File: config.mk
export PLATFORM = sky130hd
export DESIGN_NAME = dbmd_post
export DESIGN_NICKNAME = d
export VERILOG_FILES = /design/src/rtl/dbmd_pkg.sv /design/src/rtl/dbmd_post.sv
export VERILOG_INCLUDE_DIRS = /design/src /design/src/rtl
export SDC_FILE = /design/constraint.sdc
export NUM_CORES = 2
export LEC_CHECK = 0
export ABC_AREA = 1
export BUFFER_PORTS_ARGS = -buffer_cell sky130_fd_sc_hd__buf_4
export CAP_MARGIN = 5
export CORE_ASPECT_RATIO = 0.75
export CORE_MARGIN = 5
export CORE_UTILIZATION = 47
export DETAILED_ROUTE_END_ITERATION = 10
export PLACE_DENSITY_LB_ADDON = 0.15
export SLEW_MARGIN = 0
export SYNTH_ARGS = -nofsm -noshare
export SYNTH_HDL_FRONTEND = slang
export SYNTH_SLANG_ARGS = --single-unit
File: constraint.sdc
create_clock -name clk -period 19.8 [get_ports clk]
set_clock_uncertainty 0.2 [all_clocks]
set_input_delay 3.96 -clock clk [delete_from_list [all_inputs] [get_ports clk]]
set_output_delay 3.96 -clock clk [all_outputs]
set_load 0.01 [all_outputs]
File: src/rtl/dft_bin_magnitude_db_assert.svh
// Assertion macros shared by the RTL files.
// Each check is sampled on clk and held off while rst_n is low.
`ifndef DFT_BIN_MAGNITUDE_DB_ASSERT_SVH
`define DFT_BIN_MAGNITUDE_DB_ASSERT_SVH
`ifndef SYNTH
// The consequent must hold in the same cycle as the antecedent.
`define DBMD_ASSERT_NOW(label, ante, cons) \
  label: assert property (@(posedge clk) disable iff (!rst_n) (ante) |-> (cons)) \
    else $error("assertion failed: same-cycle check");
// The consequent must hold in the cycle after the antecedent.
`define DBMD_ASSERT_NEXT(label, ante, cons) \
  label: assert property (@(posedge clk) disable iff (!rst_n) (ante) |=> (cons)) \
    else $error("assertion failed: next-cycle check");
`else
`define DBMD_ASSERT_NOW(label, ante, cons)
`define DBMD_ASSERT_NEXT(label, ante, cons)
`endif
`endif

File: src/rtl/dbmd_pkg.sv
package dbmd_pkg;

  // Store depth (a power of two) and stored sample width (at most 16)
  localparam int POINTS      = 1024;
  localparam int SAMPLE_BITS = 16;

  localparam int IW  = $clog2(POINTS);        // sample / twiddle index width
  localparam int AW  = SAMPLE_BITS + IW + 18; // accumulator and vectoring width
  localparam int MW  = AW - 2;                // magnitude width
  localparam int EW  = $clog2(MW);            // exponent width
  localparam int GLW = 25;                    // low part of the vectoring result
  localparam int TWW = 16;                    // twiddle width, Q14 in [-1, 1]

  localparam int VEC_STEPS = 32;
  localparam int SQ_STEPS  = 16;
  localparam int ROT_STEPS = 30;

  localparam logic signed [31:0] GAIN_Q30          = 32'sd652032874;
  localparam logic signed [31:0] DB_PER_OCTAVE_Q24 = 32'sd50504453;

  // Input kind
  typedef enum logic {
    FUNC_LOAD  = 1'b0,
    FUNC_QUERY = 1'b1
  } func_t;

  typedef enum logic [1:0] {
    T_IDLE,
    T_ACC,
    T_POST,
    T_WAIT
  } top_state_t;

  typedef enum logic [1:0] {
    A_IDLE,
    A_RUN,
    A_DRAIN
  } acc_state_t;

  typedef enum logic [3:0] {
    P_IDLE,
    P_VEC,
    P_GAIN_HI,
    P_GAIN_LO,
    P_SUM,
    P_NORM,
    P_SQ_MUL,
    P_SQ_ADJ,
    P_DB_MUL,
    P_DB_FIN,
    P_DONE
  } post_state_t;

  // Sample store write port
  typedef struct packed {
    logic                   en;
    logic [IW-1:0]          addr;
    logic [SAMPLE_BITS-1:0] data;
  } wr_req_t;

  // Query start toward the accumulator
  typedef struct packed {
    logic          start;
    logic [IW-1:0] kb;
  } acc_ctl_t;

  // Twiddle table: entry m holds {sin, cos}, Q14 each
  typedef logic [POINTS-1:0][2*TWW-1:0] tw_tab_t;

  localparam longint TURN_ATAN [ROT_STEPS] = '{
    64'h20000000, 64'h12E4051E, 64'h09FB385B, 64'h051111D4, 64'h028B0D43,
    64'h0145D7E1, 64'h00A2F61E, 64'h00517C55, 64'h0028BE53, 64'h00145F2F,
    64'h000A2F98, 64'h000517CC, 64'h00028BE6, 64'h000145F3, 64'h0000A2FA,
    64'h0000517D, 64'h000028BE, 64'h0000145F, 64'h00000A30, 64'h00000518,
    64'h0000028C, 64'h00000146, 64'h000000A3, 64'h00000051, 64'h00000029,
    64'h00000014, 64'h0000000A, 64'h00000005, 64'h00000003, 64'h00000001
  };

  // Round a Q30 value to Q14 and clamp to [-1, 1]
  function automatic longint q30_to_q14(longint v);
    longint r;
    r = (v + 64'sd32768) >>> 16;
    if (r > 64'sd16384) r = 64'sd16384;
    if (r < -64'sd16384) r = -64'sd16384;
    return r;
  endfunction

  // Rotation CORDIC per entry, evaluated at elaboration
  function automatic tw_tab_t build_tw();
    tw_tab_t t;
    longint  p, z, cx, cy, dx, dy, cq, sq, c, s;
    int      quad;
    for (int m = 0; m < POINTS; m++) begin
      p    = (longint'(m) <<< 32) / POINTS;
      quad = int'((p >>> 30) & 64'sd3);
      z    = p & 64'sh3FFFFFFF;
      cx   = 64'sd652032874;
      cy   = 64'sd0;
      for (int i = 0; i < ROT_STEPS; i++) begin
        dx = cy >>> i;
        dy = cx >>> i;
        if (z >= 0) begin
          cx = cx - dx; cy = cy + dy; z = z - TURN_ATAN[i];
        end else begin
          cx = cx + dx; cy = cy - dy; z = z + TURN_ATAN[i];
        end
      end
      cq = q30_to_q14(cx);
      sq = q30_to_q14(cy);
      case (quad)
        0:       begin c = cq;  s = sq;  end
        1:       begin c = -sq; s = cq;  end
        2:       begin c = -cq; s = -sq; end
        default: begin c = sq;  s = -cq; end
      endcase
      t[m] = {s[TWW-1:0], c[TWW-1:0]};
    end
    return t;
  endfunction

endpackage

File: src/rtl/dbmd_post.sv
// Magnitude, amplitude and level from the two sums.
// One shared 32x32 signed multiplier serves the gain, the squarings and
// the dB scale; the vectoring and normalizing steps run one per cycle.
module dbmd_post (
  input  logic                           clk,
  input  logic                           rst_n,
  input  logic                           start,
  input  logic signed [dbmd_pkg::AW-1:0] re,
  input  logic signed [dbmd_pkg::AW-1:0] im,
  output logic                           done,
  output logic [15:0]                    amplitude,
  output logic [15:0]                    level_db
);
  import dbmd_pkg::*;

  `include "dft_bin_magnitude_db_assert.svh"

  localparam int AMPW = MW - IW - 12;
  localparam int CW   = $clog2(VEC_STEPS);
  localparam int LGW  = EW + 16;
  localparam int DW   = LGW + 2;
  localparam logic signed [DW-1:0] LG_OFS = DW'(28 * 65536);

  post_state_t            state_r, state_nxt;
  logic signed [AW-1:0]   gx_r, gy_r;
  logic [CW-1:0]          cnt_r;
  logic signed [31:0]     mul_a, mul_b;
  logic signed [63:0]     mul_q_r;
  logic [MW-1:0]          mag_r, mag_nxt, nm_r;
  logic [EW-1:0]          e_r;
  logic [30:0]            m_r;
  logic [15:0]            frac_r;
  logic [31:0]            sq;
  logic [LGW-1:0]         lg;
  logic signed [DW-1:0]   d;
  logic [MW:0]            amp_sum;
  logic [AMPW-1:0]        amp_full;
  logic signed [63:0]     db_sum;
  logic signed [31:0]     db_r;
  logic [15:0]            amp_r, level_r;
  logic                   zero_r;

  // Next state
  always_comb begin
    state_nxt = state_r;
    unique case (state_r)
      P_IDLE:    if (start) state_nxt = P_VEC;
      P_VEC:     if (cnt_r == CW'(VEC_STEPS - 1)) state_nxt = P_GAIN_HI;
      P_GAIN_HI: state_nxt = P_GAIN_LO;
      P_GAIN_LO: state_nxt = P_SUM;
      P_SUM:     state_nxt = (mag_nxt == '0) ? P_DONE : P_NORM;
      P_NORM:    if (nm_r[MW-1]) state_nxt = P_SQ_MUL;
      P_SQ_MUL:  state_nxt = P_SQ_ADJ;
      P_SQ_ADJ:  state_nxt = (cnt_r == CW'(SQ_STEPS - 1)) ? P_DB_MUL : P_SQ_MUL;
      P_DB_MUL:  state_nxt = P_DB_FIN;
      P_DB_FIN:  state_nxt = P_DONE;
      P_DONE:    state_nxt = P_IDLE;
      default:   state_nxt = P_IDLE;
    endcase
  end

  // Shared multiplier operand select
  always_comb begin
    lg = {e_r, frac_r};
    d  = $signed({2'b00, lg}) - LG_OFS;
    unique case (state_r)
      P_GAIN_HI: begin
        mul_a = 32'(gx_r[AW-1:GLW]);
        mul_b = GAIN_Q30;
      end
      P_GAIN_LO: begin
        mul_a = 32'(gx_r[GLW-1:0]);
        mul_b = GAIN_Q30;
      end
      P_SQ_MUL: begin
        mul_a = 32'(m_r);
        mul_b = 32'(m_r);
      end
      P_DB_MUL: begin
        mul_a = 32'(d);
        mul_b = DB_PER_OCTAVE_Q24;
      end
      default: begin
        mul_a = '0;
        mul_b = '0;
      end
    endcase
  end

  // Derived values used by the sequencer
  always_comb begin
    mag_nxt  = mag_r + MW'(mul_q_r[GLW+29:30]);
    amp_sum  = {1'b0, mag_nxt} + (MW+1)'(2 ** (IW + 12));
    amp_full = amp_sum[MW:IW+13];
    sq       = mul_q_r[61:30];
    db_sum   = mul_q_r + 64'sd2147483648;
    db_r     = db_sum[63:32];
    done     = (state_r == P_DONE);
  end

  always_ff @(posedge clk) begin
    if (!rst_n) begin
      state_r <= P_IDLE;
    end else begin
      state_r <= state_nxt;
    end
  end

  // Datapath
  always_ff @(posedge clk) begin
    mul_q_r <= mul_a * mul_b;
    unique case (state_r)
      P_IDLE: begin
        if (start) begin
          gx_r  <= (re < 0) ? -re : re;
          gy_r  <= (im < 0) ? -im : im;
          cnt_r <= '0;
        end
      end
      P_VEC: begin
        if (gy_r >= 0) begin
          gx_r <= gx_r + (gy_r >>> cnt_r);
          gy_r <= gy_r - (gx_r >>> cnt_r);
        end else begin
          gx_r <= gx_r - (gy_r >>> cnt_r);
          gy_r <= gy_r + (gx_r >>> cnt_r);
        end
        cnt_r <= cnt_r + 1'b1;
      end
      P_GAIN_LO: begin
        mag_r <= mul_q_r[MW+4:5];
      end
      P_SUM: begin
        nm_r   <= mag_nxt;
        e_r    <= EW'(MW - 1);
        zero_r <= (mag_nxt == '0);
        amp_r  <= (amp_full > AMPW'(16'hFFFF)) ? 16'hFFFF : amp_full[15:0];
      end
      P_NORM: begin
        if (nm_r[MW-1]) begin
          m_r    <= nm_r[MW-1 -: 31];
          frac_r <= '0;
          cnt_r  <= '0;
        end else begin
          nm_r <= {nm_r[MW-2:0], 1'b0};
          e_r  <= e_r - 1'b1;
        end
      end
      P_SQ_ADJ: begin
        m_r    <= sq[31] ? sq[31:1] : sq[30:0];
        frac_r <= {frac_r[14:0], sq[31]};
        cnt_r  <= cnt_r + 1'b1;
      end
      P_DB_FIN: begin
        if (db_r > 32'sd32767) begin
          level_r <= 16'h7FFF;
        end else if (db_r < -32'sd32768) begin
          level_r <= 16'h8000;
        end else begin
          level_r <= db_r[15:0];
        end
      end
      default: begin
      end
    endcase
  end

  assign amplitude = amp_r;
  assign level_db  = zero_r ? 16'h8000 : level_r;

  `DBMD_ASSERT_NEXT(a_vec_done, state_r == P_VEC && cnt_r == CW'(VEC_STEPS - 1),
                    state_r == P_GAIN_HI)
  `DBMD_ASSERT_NOW(a_norm_lead, state_r == P_SQ_MUL, m_r[30])
  `DBMD_ASSERT_NEXT(a_zero_skip, state_r == P_SUM && mag_nxt == '0, state_r == P_DONE)

endmodule

After elaboration in Yosys (flattened, before gate mapping)
Index checks and enable logic that the tools add are counted.

storage, ports and cells
  output and inout port bits = 33
  input port bits = 91
  logic and storage cells = 94
  register bits after elaboration = 331

operators by class
  add/subtract/negate cells = 12
  eq/ne operators = 16
  order comparisons = 6
  shifts and indexed selects = 2
  multiply operators = 1
  muxes and demuxes = 30
  reduce and logical (&&, ||, !) cells = 13

operator list
  operator                number
  $mux 44                 6
  $pmux 44 s2             2
  $pmux 32 s4             1
  $pmux 31 s3             1
  $add 44x44->44          2
  $lt 44x1->1 const B     2
  $neg 44->44             2
  $sshr 44x5->44          2
  $sub 44x44->44          2
  $pmux 42 s2             1
  $add 64x33->64 const B  1
  $mul 32x32->64          1
  $mux 31                 2
  $pmux 31 s2             1
  $mux 16                 3
  $ge 44x1->1 const B     1
  $add 42x23->43 const B  1
  $add 42x25->42          1
  $logic_not 42->1        1
  $mux 42                 1
  $pmux 4 s10             1
  $gt 32x16->1 const B    1
  $lt 32x16->1 const B    1
  $pmux 16 s2             1
  22 further kinds        42

Longest topological paths before layout
  word-level depth = 4
  depth in mapped cells = 41
  gate-level depth less buffers = 39

Worst setup path before layout
OpenSTA, ideal clock, no wires.

  path kind = reg-to-reg
  from = register state_r[1]
  to = register mul_q_r[52]
  stages on the path, launching flop included = 31
  setup time = 0.072 ns
  arrival time = 8.168 ns
  data required time = 19.528 ns
  buffers on the path = 2
  setup slack = 11.361 ns
  period minus slack after synthesis = 8.439 ns
  cells stage by stage = dfxtp_1 > clkbuf_2 > nand2_1 > inv_1 > nand2_2 > clkinv_1 > a21oi_1 > clkbuf_1 > nor2_1 > fa_1 > fa_1 > inv_1 > fa_1 > fa_1 > inv_1 > fa_1 > fa_1 > fa_1 > fa_1 > ha_1 > nand2_1 > nor2_1 > inv_1 > nor2_1 > inv_1 > nor3_1 > nand2_1 > o21ai_1 > nand3_1 > nand2_1 > xor2_1

between the ends
  longest elaborated chain between the ends = 4
  elaborated cells between the ends (all ways) = 8
  those cells by class = mul (1); eq/ne (4); mux (2); reduce/logical (1)

ends and longest elaborated chain
  element                           RTL line          source
  start, declared                   dbmd_post.sv:24   post_state_t state_r, state_nxt;
  start signal, assigned            dbmd_post.sv:105  state_r <= state_nxt;
  $eq 4x2->1                        dbmd_post.sv:66   unique case (state_r)
  $reduce_or 2->1 (no source line)  -
  $pmux 31 s3                       dbmd_post.sv:66
  $mul 32x32->64 *                  dbmd_post.sv:111  mul_q_r <= mul_a * mul_b;
  end signal, assigned              dbmd_post.sv:111
  end, declared                     dbmd_post.sv:28   logic signed [63:0] mul_q_r;

Every way passes the cells marked *; elsewhere a longest branch is shown, timed or not.
A chain may end at the register's enable or synchronous reset.

Worst setup path in the final report
  from = register state_r[1]
  to = register mul_q_r[63]

Same word-level chain as after synthesis.

==> summary.md <==
| Metric | Value |
|---|---|
| Reg2Reg Depth | `31` |
| Max clock buf depth | `3` |
| End of the critical path | `mul_q_r[63]$_DFF_P_` |
| Kind of critical path | `register to register` |
| RSZ-0062 raised after global routing | `false` |
| Sum of negative setup slack | `0 ps` |
| Initial Utilization | `0.473` |
| Final-report max-slew violation count | `0` |
| Hold Buf Count CTS | `0` |
| DRT Wirelength | `roughly 270000 um` |
| CP dominant cell by count | `fa_1` |
| Syn avg cell area | `approximately 7.3 um2` |
| Worst R2R Setup Slack | `8800 ps` |
| Cell variety after synth | `between 60 and 70` |
| Post-CTS resize count | `0` |
| Post-Synth Simple-Gate Area | `0.265` |
| Share of cells above drive strength 1 | `0.0519` |
| Post-DP HPWL | `around 220000 um` |
| Grt total ovfl | `0` |
| Drt drc | `0` |
| H-tree depth | `2` |
| Die W | `448 um` |
| Final WS setup | `roughly 9000 ps` |
| HP Class | `register to register` |
| Nets | `~11000` |
| CP required | `a little over 20000 ps` |
| Post-placement setup slack | `8640 ps` |
| Crit path capture type | `register` |
| Critical Path Source | `state_r[1]$_SDFFE_PN0P_` |
| Hold Slack | `between 150 and 200 ps` |
| Vias in the first global route | `~61000` |
| Final hold vios | `0` |
| Slew @ Worst Pin | `between 1000 and 1500 ps` |
| Total vias in the final route | `between 60000 and 70000` |
| Period utilisation layout | `0.555` |
| Slowest stage delay, CP | `approximately 840 ps` |
| Worst Path Arrival | `about 11000 ps` |
| Most frequent cells in the layout | `nand2_1, inv_1, nor2_1` |
| Drt first pass iters | `7` |
| Final Critical Period | `11000 ps` |
| Largest family of logic cells by synthesized area | `adder cells` |
| Post-synthesis compound-gate area fraction | `0.0792` |
| Seq/Total Area, Yosys | `0.136` |
| Most used flip-flop cell after synthesis | `edfxtp_1` |
| CTS tree | `yes` |
| CP max-delay cell | `nand2_1` |
| Die Area | `151000 um2` |
| # setup viols final | `0` |
| Gpl congestion | `just over 1` |
| Chip height | `338 um` |
| Post-Synthesis Cells | `around 9000` |
| Buffers added on ports | `around 120` |
| First-pass GRT wire length | `just under 400000 um` |
| Antenna violations before repair | `19` |
| Startpoint types | `register` |
| Max-cap violations | `0` |
| Post-synthesis cell area | `roughly 68000 um2` |
| Row cnt | `120` |
| Synthesis warning total | `0` |
| GRT Total Usage | `0.352` |
| Layout area overhead | `6.21%` |
| Clock root buffer | `clkbuf_16` |
| Final cell utilization of the core | `0.502` |
| Reg-to-reg critical path startpoint | `state_r[1]$_SDFFE_PN0P_` |
| Worst R2R End | `mul_q_r[63]$_DFF_P_` |
| Largest net degree at the start of global routing | `between 80 and 90` |
| Register bit total from synthesis | `about 330` |
| Post-synth EDFFs | `263` |
| Post-route ant nets | `0` |
| Synth Area in XOR/XNOR | `0.0323` |
| Wire length per cell | `around 24 um` |
| Mux share of post-synthesis cell area | `0` |
| Iter 0 DRT Violations | `7620` |
| I/O pin cnt | `about 120` |
| Most common cell after layout, fill and taps aside | `nand2_1` |
| Postcts setup bufs | `0` |
| Slew headroom | `0.0953` |
| CTS buffer count | `37` |
| Crit Path Max Fanout | `26` |
| Core footprint | `between 100000 and 150000 um2` |
| Routed vias/inst | `between 5 and 6` |
| Worst-path clk slew | `about 70 ps` |
| Clock Latency Late Sink | `around 630 ps` |
| TritonCTS Sinks | `roughly 330` |
| Status | `completed` |
| Fmax | `approximately 90 MHz` |
| FFs w/ async S/R, synth | `0` |
| Adder-Cell Fraction of Synth Area | `0.369` |
[critical path, delay by kind of cell, from the launching register on]
kind / cells / cell delay, ps
buf+inv: 9 / 2030
fa+ha+maj: 9 / 4740
simple gates: 12 / 3120
compound gates: 1 / 320
flops: 1 / 460
[Yosys cell counts (all sizes together), types with 9 or more instances]
cell type / instances / area (um2)
edfxtp: 263 / 7900
xor2: 186 / 1640
a21oi: 318 / 1610
o31ai: 11 / 87.6
o211ai: 37 / 278
nand2: 2171 / 8290
clkbuf: 205 / 771
inv: 1760 / 6610
nor2: 1228 / 4760
o21bai: 16 / 120
o22ai: 17 / 106
o21a: 20 / 150
a31oi: 45 / 282
a21boi: 10 / 75.1
buf: 99 / 554
clkinv: 19 / 71.3
a21o: 23 / 173
or2: 9 / 56.3
o21ai: 397 / 2010
nand3b: 18 / 151
fa: 1051 / 21000
nor4: 33 / 206
dfxtp: 63 / 1260
a22o: 9 / 78.8
nand4: 81 / 522
xnor2: 62 / 543
nand3: 646 / 3320
ha: 309 / 3870
o221ai: 30 / 263
nor3: 95 / 527
[cells by family (layout without fill, tap and decap cells)]
group | count (synthesis) | after routing
XOR/XNOR | 248 | 248
other | 2 | 49
adder cells (fa/ha/maj) | 1360 | 1360
AO/OA/AOI/OAI | 947 | 947
buffers and inverters | 2083 | 2066
AND/OR/NAND/NOR | 4294 | 4294
flip-flops | 326 | 326
[worst min path at each step]
| stage | start | to | slack, ps | depth (start not counted) |
|---|---|---|---|---|
| 2_1_floorplan | mul_q_r[5]$_DFF_P_ | mag_r[0]$_DFFE_PN_ | 190 | 0 |
| 3_5_place_dp | mul_q_r[18]$_DFF_P_ | mag_r[13]$_DFFE_PN_ | 190 | 0 |
| 4_1_cts | mul_q_r[14]$_DFF_P_ | mag_r[9]$_DFFE_PN_ | 200 | 0 |
| 3_3_place_gp | mul_q_r[24]$_DFF_P_ | mag_r[19]$_DFFE_PN_ | 190 | 0 |
| 6_report | mul_q_r[14]$_DFF_P_ | mag_r[9]$_DFFE_PN_ | 200 | 0 |
| 5_1_grt | mul_q_r[14]$_DFF_P_ | mag_r[9]$_DFFE_PN_ | 210 | 0 |
[area by class of cell]
class | count | area [um2]
inverter | 1779 | 6680
antenna | 2 | 5.00
clock buffer | 42 | 965
timing repair buffer | 221 | 1660
multi-input combinational | 6896 | 50600
sequential | 326 | 9160
tap | 1891 | 2370
fill | 14377 | 71100
clock inverter | 24 | 253
[sequential cells by signal (all words and copies together), names as in the netlist]
register / flops
mul_q_r: 59
gx_r: 44
gy_r: 44
mag_r: 42
nm_r: 42
m_r: 31
amplitude: 16
frac_r: 16
level_r: 16
e_r: 6
cnt_r: 5
state_r: 4
zero_r: 1
[per-stage QoR]
stage                     instance area [um2]  cells
after floorplan                         67700   9305
after CTS                               71700  11177
final                                   71700  11181
after detailed placement                70500  11111
after global routing                    71700  11180
after global placement                  70500  11111
[routing by layer]
metal,GRT usage,wire [um],up-vias
met3,0.129,39200,376
met4,0.0823,7620,8
li1,-,-,28576
met5,0,50,-
met2,0.458,102000,3548
met1,0.545,121000,31014
Power is not shown: default switching activity piles up to over one toggle a cycle in this logic, so the estimate is an artifact.
